`config.mk`:
```
export PLATFORM = sky130hd
export DESIGN_NAME = rotation_matrix_to_quaternion
export DESIGN_NICKNAME = d
export VERILOG_FILES = /design/src/design/rmq_pkg.sv /design/src/design/rmq_arg.sv /design/src/design/rmq_cell.sv /design/src/design/rotation_matrix_to_quaternion.sv
export VERILOG_INCLUDE_DIRS = /design/src /design/src/design
export SDC_FILE = /design/constraint.sdc
export NUM_CORES = 2
export LEC_CHECK = 0
export BUFFER_PORTS_ARGS = -buffer_cell sky130_fd_sc_hd__buf_2
export CAP_MARGIN = 20
export CORE_MARGIN = 1
export CORE_UTILIZATION = 47
export CTS_BUF_LIST = sky130_fd_sc_hd__clkbuf_4 sky130_fd_sc_hd__clkbuf_8 sky130_fd_sc_hd__clkbuf_16
export DETAILED_ROUTE_END_ITERATION = 8
export PLACE_DENSITY = 0.63
export SLEW_MARGIN = 40
export SYNTH_ARGS = -nofsm -noshare
export SYNTH_HDL_FRONTEND = slang
export SYNTH_HIERARCHICAL = 1
export SYNTH_SLANG_ARGS = --single-unit
```
`constraint.sdc`:
```
create_clock -name clk -period 97.6 [get_ports clk]
set_clock_uncertainty 0.15 [all_clocks]
set_input_delay 4.88 -clock clk [delete_from_list [all_inputs] [get_ports clk]]
set_output_delay 4.88 -clock clk [all_outputs]
set_load 0.01 [all_outputs]
```
`src/design/rotation_matrix_to_quaternion_defines.svh`:
```
// Assertion macros shared by the design files.
`ifndef ROTATION_MATRIX_TO_QUATERNION_DEFINES_SVH
`define ROTATION_MATRIX_TO_QUATERNION_DEFINES_SVH

// A property that must hold at every clock edge outside reset.
`define RMQ_ASSERT(lbl, prop, msg) \
	lbl: assert property (@(posedge clk) disable iff (!arst_n) (prop)) else $error(msg);

// A consequence that must hold in the cycle after its antecedent.
`define RMQ_ASSERT_NEXT(lbl, ante, cons, msg) \
	lbl: assert property (@(posedge clk) disable iff (!arst_n) (ante) |=> (cons)) else $error(msg);

`endif

```
`src/design/rmq_pkg.sv`:
```
package rmq_pkg;
	localparam int FRAC_BITS_DEF = 14;
	localparam int QW = 16;          // component width
	localparam int RW = 15;          // root bits below saturation
	localparam int RADW = 31;        // radicand and remainder width
	localparam int NL = 4;           // lanes: w, x, y, z
	localparam int NV = 3;           // vector lanes with a sign
	localparam logic [QW-1:0] Q_MAX = 16'h7FFF;

	typedef logic [NL-1:0][RADW-1:0] rad_t;
	typedef logic [NL-1:0][RW-1:0] root_t;

	typedef struct packed {
		logic [NV-1:0] sgn_neg;
		logic [NV-1:0] sgn_zero;
		logic [NL-1:0] sat;
		logic          clamped;
	} side_t;
endpackage

```
`src/design/rmq_arg.sv`:
```
module rmq_arg import rmq_pkg::*; #(
	parameter int FRAC_BITS = FRAC_BITS_DEF
) (
	input  logic               clk,
	input  logic               arst_n,
	input  logic               en,
	input  logic               in_valid,
	input  logic signed [QW-1:0] r00, r01, r02, r10, r11, r12, r20, r21, r22,
	output logic               valid_s1,
	output rad_t               rad_s1,
	output side_t              side_s1
);
	localparam int AW = ((FRAC_BITS > 17) ? FRAC_BITS : 17) + 2;
	localparam int XW = (AW + FRAC_BITS > RADW) ? AW + FRAC_BITS : RADW;
	localparam int SH = FRAC_BITS - 2;

	logic signed [AW-1:0] one, e00, e11, e22;
	logic signed [AW-1:0] arg [NL];
	logic signed [QW:0] diff [NV];
	logic [XW-1:0] xw [NL];
	rad_t rad_d;
	side_t side_d;

	always_comb begin
		one = AW'(1) <<< FRAC_BITS;
		e00 = AW'(r00);
		e11 = AW'(r11);
		e22 = AW'(r22);
		arg[0] = e00 + e11 + e22 + one;
		arg[1] = e00 - e11 - e22 + one;
		arg[2] = e11 - e22 - e00 + one;
		arg[3] = e22 - e00 - e11 + one;
		diff[0] = (QW+1)'(r21) - (QW+1)'(r12);
		diff[1] = (QW+1)'(r02) - (QW+1)'(r20);
		diff[2] = (QW+1)'(r10) - (QW+1)'(r01);
		side_d.clamped = 1'b0;
		for (int l = 0; l < NL; l++) begin
			// A negative argument is replaced by zero.
			if (arg[l][AW-1]) begin
				xw[l] = '0;
				side_d.clamped = 1'b1;
			end else begin
				xw[l] = XW'(arg[l][AW-2:0]) << SH;
			end
			side_d.sat[l] = (xw[l] >> (2 * RW)) != '0;
			rad_d[l] = RADW'(xw[l][2*RW-1:0]);
		end
		for (int v = 0; v < NV; v++) begin
			side_d.sgn_neg[v] = diff[v][QW];
			side_d.sgn_zero[v] = (diff[v] == '0);
		end
	end

	always_ff @(posedge clk or negedge arst_n) begin
		if (!arst_n) begin
			valid_s1 <= 1'b0;
		end else if (en) begin
			valid_s1 <= in_valid;
		end
	end

	always_ff @(posedge clk) begin
		if (en) begin
			rad_s1 <= rad_d;
			side_s1 <= side_d;
		end
	end
endmodule

```
`src/design/rmq_cell.sv`:
```
module rmq_cell import rmq_pkg::*; #(
	parameter int BIT = 0
) (
	input  logic  clk,
	input  logic  arst_n,
	input  logic  en,
	input  logic  in_valid,
	input  rad_t  rem_i,
	input  root_t root_i,
	output logic  valid_q,
	output rad_t  rem_q,
	output root_t root_q
);
	logic [RADW-1:0] trial [NL];
	rad_t rem_d;
	root_t root_d;

	// One restoring step: try setting this root bit against the remainder.
	always_comb begin
		for (int l = 0; l < NL; l++) begin
			trial[l] = (RADW'(root_i[l]) << (BIT + 1)) | (RADW'(1) << (2 * BIT));
			if (rem_i[l] >= trial[l]) begin
				rem_d[l] = rem_i[l] - trial[l];
				root_d[l] = root_i[l] | (RW'(1) << BIT);
			end else begin
				rem_d[l] = rem_i[l];
				root_d[l] = root_i[l];
			end
		end
	end

	always_ff @(posedge clk or negedge arst_n) begin
		if (!arst_n) begin
			valid_q <= 1'b0;
		end else if (en) begin
			valid_q <= in_valid;
		end
	end

	always_ff @(posedge clk) begin
		if (en) begin
			rem_q <= rem_d;
			root_q <= root_d;
		end
	end
endmodule

```
`src/design/rotation_matrix_to_quaternion.sv`:
```
// Rotation matrix to unit quaternion.
// The slave stream carries one 3x3 matrix per request, nine signed elements with
// FRAC_BITS fraction bits. The master stream returns the quaternion w, x, y, z in
// the same format, with tuser set when any square-root argument was negative and
// was clamped to zero.
// The four square roots run side by side through a row of 15 cells, each cell
// settling one root bit, after one stage that forms the arguments and the signs
// and before one output register that applies sign and saturation.
// One request is accepted every cycle while the master side takes results.
// The whole row advances together: when the master side holds a result and
// tready is low, every stage holds and s_axis_tready is low until it is taken.
// Reset clears all valid flags; the row then holds no requests and no result.
`include "rotation_matrix_to_quaternion_defines.svh"
module rotation_matrix_to_quaternion import rmq_pkg::*; #(
	parameter int FRAC_BITS = FRAC_BITS_DEF
) (
	input  logic          clk,
	input  logic          arst_n,
	input  logic          s_axis_tvalid,
	output logic          s_axis_tready,
	// r00, r01, r02, r10, r11, r12, r20, r21, r22 from bit 0 up, 16 bits each
	input  logic [143:0]  s_axis_tdata,
	output logic          m_axis_tvalid,
	input  logic          m_axis_tready,
	// q_scalar, q_x, q_y, q_z from bit 0 up, 16 bits each
	output logic [63:0]   m_axis_tdata,
	// clamped
	output logic          m_axis_tuser
);
	logic en;
	logic valid_w [RW+1];
	rad_t rem_w [RW+1];
	root_t root_w [RW+1];
	side_t side_s1;
	side_t side_q [1:RW];
	logic [QW-1:0] mag [NL];
	logic [QW-1:0] comp_d [NL];

	assign en = !m_axis_tvalid || m_axis_tready;
	assign s_axis_tready = en;

	rmq_arg #(.FRAC_BITS(FRAC_BITS)) u_arg (
		.clk      (clk),
		.arst_n   (arst_n),
		.en       (en),
		.in_valid (s_axis_tvalid),
		.r00      (s_axis_tdata[15:0]),
		.r01      (s_axis_tdata[31:16]),
		.r02      (s_axis_tdata[47:32]),
		.r10      (s_axis_tdata[63:48]),
		.r11      (s_axis_tdata[79:64]),
		.r12      (s_axis_tdata[95:80]),
		.r20      (s_axis_tdata[111:96]),
		.r21      (s_axis_tdata[127:112]),
		.r22      (s_axis_tdata[143:128]),
		.valid_s1 (valid_w[0]),
		.rad_s1   (rem_w[0]),
		.side_s1  (side_s1)
	);

	assign root_w[0] = '0;

	for (genvar k = 0; k < RW; k++) begin : g_cell
		rmq_cell #(.BIT(RW - 1 - k)) u_cell (
			.clk      (clk),
			.arst_n   (arst_n),
			.en       (en),
			.in_valid (valid_w[k]),
			.rem_i    (rem_w[k]),
			.root_i   (root_w[k]),
			.valid_q  (valid_w[k+1]),
			.rem_q    (rem_w[k+1]),
			.root_q   (root_w[k+1])
		);
	end

	// Sign and saturation flags travel beside the cells.
	always_ff @(posedge clk) begin
		if (en) begin
			side_q[1] <= side_s1;
			for (int k = 1; k < RW; k++) begin
				side_q[k+1] <= side_q[k];
			end
		end
	end

	always_comb begin
		for (int l = 0; l < NL; l++) begin
			mag[l] = side_q[RW].sat[l] ? Q_MAX : {1'b0, root_w[RW][l]};
		end
		comp_d[0] = mag[0];
		for (int v = 0; v < NV; v++) begin
			if (side_q[RW].sgn_zero[v]) begin
				comp_d[v+1] = '0;
			end else if (side_q[RW].sgn_neg[v]) begin
				comp_d[v+1] = -mag[v+1];
			end else begin
				comp_d[v+1] = mag[v+1];
			end
		end
	end

	always_ff @(posedge clk or negedge arst_n) begin
		if (!arst_n) begin
			m_axis_tvalid <= 1'b0;
		end else if (en) begin
			m_axis_tvalid <= valid_w[RW];
		end
	end

	always_ff @(posedge clk) begin
		if (en) begin
			m_axis_tdata <= {comp_d[3], comp_d[2], comp_d[1], comp_d[0]};
			m_axis_tuser <= side_q[RW].clamped;
		end
	end

	`RMQ_ASSERT(a_scalar_pos, !m_axis_tvalid || !m_axis_tdata[15], "scalar part negative")
	`RMQ_ASSERT(a_x_range, !m_axis_tvalid || m_axis_tdata[31:16] != 16'h8000, "x beyond saturation")
	`RMQ_ASSERT(a_ready, s_axis_tready == (!m_axis_tvalid || m_axis_tready), "ready not tied to output")
	`RMQ_ASSERT_NEXT(a_hold, m_axis_tvalid && !m_axis_tready, m_axis_tvalid && $stable(m_axis_tdata), "stalled result changed")
endmodule

```
==> impl_metrics.csv <==
group,metric,value,unit
detailed_routing,vias_per_cell,5.36,
setup_path,critPathCaptureType,"output port",
detailed_routing,drtPass1Iterations,8,
clock_network,numCtsBuffers,320,
pwr,power_frac_seq,40.8,%
detailed_routing,avgRoutedWirePerCell,16.6,um
clock_network,cts_sinks,2961,
floorplan,ios,215,
pwr,p_comb_share,40.2,%
clock_network,path_clk_slew,0.06,ns
placed_design,dpl.hpwl,241000,um
timing,hold_viol_final,0,
timing,timing.fmax,0.0942,GHz
pwr,p_per_area,35.5,mW/mm^2
clock_network,cts_tree,"yes",
timing,worst_pin_slew,0.908,ns
pwr,ir_drop,0.0192,mV
global_route,grt_pass1_wl,519000,um
final_layout,fillers,29800,
pwr,switchingPower,2.34,mW
synthesis,ys_warn_count,6,
pwr,clockPowerShare,19.0,%
detailed_routing,dr_total_vias,104000,
placed_design,gp_congestion,0.885,
final_layout,final_area,0.181,sq mm
setup_path,worstPathRequired,92.57,ns
clock_network,htree_num_levels,5,
floorplan,die_h,592,um
timing,finalSetupViolations,0,
placed_design,placed_area,0.170,sq mm
final_layout,area_growth,10.6,%
synthesis,syn_area,0.164,sq mm
flow_run,cap_violations,0,
floorplan,start_util,47.2,%
clock_network,cts_root_buffer,"clkbuf_16",
pwr,p_sw_share,36.5,%
clock_network,cts.path.max_buffers,4,
timing,drv_slew,0,
setup_path,worstPathArrival,5.58,ns
global_route,track_usage,17.9,%
final_layout,final_nets,15800,
clock_network,post_cts_buffers,0,
timing,final.min_clock_period,10.61,ns
clock_network,cts-resized-gates,0,
setup_path,critPathKind,"input port to output port",
detailed_routing,drt-initial-drc-count,6417,
timing,rsz0062_at_grt,"no",
timing,slew_headroom,38.7,%
detailed_routing,ant_nets,0,
final_layout,drive_above_1_share,9.09,%
setup_path,startpoint_type,"input port",
detailed_routing,wl,320000,um
timing,fin_crit_sh,10.9,%
floorplan,die_area,0.350,sq mm
global_route,antenna_found_initial,1,
placed_design,port_buffers,213,
floorplan,die_w,592,um
clock_network,clock_latency,0.89,ns
timing,tns,0,ns
min_path,hold_class,"register to register",
final_layout,layout_common_cells,"2944 x edfxtp_1, 1216 x inv_1, 1038 x nor2_1",
status,status,"finished clean",
floorplan,rows,216,
setup_path,cp_max_fo,4,
floorplan,core-area,0.346,sq mm
synthesis,synth_area_per_cell,11.6,sq um
global_route,grt_max_degree,172,
global_route,gr-total-overflow,0,
final_layout,final_common_cell,"edfxtp_1",
synthesis,syn_inst,14100,
global_route,grt_pass1_vias,100000,
clock_network,hold_buffers,0,
detailed_routing,drc,0,
pwr,power.internal,4.08,mW
pwr,leakage,71.1,nW
==> area by class of cell <==
type | instances | area [sq um] | share of cell area [%]
diodes | 2 | 5.00 | 0.00277
clock buffers | 381 | 8680 | 4.80
clock inverters | 192 | 2040 | 1.13
inverters | 1217 | 4570 | 2.52
multi-input cells | 9717 | 69100 | 38.2
flip-flops and latches | 2961 | 88800 | 49.1
well taps | 4578 | 5730 | 3.17
repair buffers | 285 | 1990 | 1.10
==> metal layers <==
layer,GRT usage (%),vias up,wire length [um]
met4,5.64,0,9640
met5,0,-,0
li1,-,52800,-
met1,24.3,48600,151000
met2,30.1,1675,150000
met3,1.85,557,9680
==> path summary, 6_finish.rpt <==
check	start	endpoint	slack [ns]	depth (start not counted)
min	side_q[0][14]	side_q[0][25]	0.25	0
min in group asynchronous	arst_n	m_axis_tvalid	3.78	1
max reg2reg	m_axis_tvalid	g_cell[7].u_cell/root_q[9]	92.73	7
min reg2reg	side_q[0][14]	side_q[0][25]	0.25	0
max in group asynchronous	arst_n	g_cell[8].u_cell/valid_q	93.20	1
max	m_axis_tready	s_axis_tready	86.99	3
==> sequential cells by signal (all words and copies together), names as in the netlist <==
name                   cells
g_cell.u_cell/rem_q     1736
g_cell.u_cell/root_q     900
side_q                   165
u_arg/rad_s1              72
m_axis_tdata              63
g_cell.u_cell/valid_q     15
u_arg/side_s1              7
m_axis_tuser               1
m_axis_tvalid              1
u_arg/valid_s1             1
==> per-stage QoR <==
step | hold WS (ns) | total power, mW | std cells | setup WS, ns | utilization (%)
2_1_floorplan | 0.250 | 5.64 | 14200 | 13.38 | -
3_3_place_gp | 0.251 | 5.17 | 18700 | 86.91 | 49.0
3_5_place_dp | 0.255 | 5.21 | 18800 | 86.92 | 49.1
4_1_cts | 0.243 | 6.46 | 19300 | 86.92 | 52.2
5_1_grt | 0.244 | 6.89 | 19300 | 86.96 | 52.3
6_report | 0.248 | 6.42 | 19300 | 86.99 | 52.3
==> power by group through the flow <==
stage	Sequential, mW	Clock [mW]	Combinational [mW]
final	2.62	1.22	2.58
after global routing	2.68	1.30	2.90
after CTS	2.62	1.26	2.58
after detailed placement	2.65	0	2.56
after global placement	2.64	0	2.53
after floorplan	3.58	0	2.06
==> worst max-delay path, stage by stage <==
cell and delay, ns:
buf_2 0.08, nand2b_4 0.26, buf_2 0.33
No activity file was read; power rests on OpenSTA's default activity.
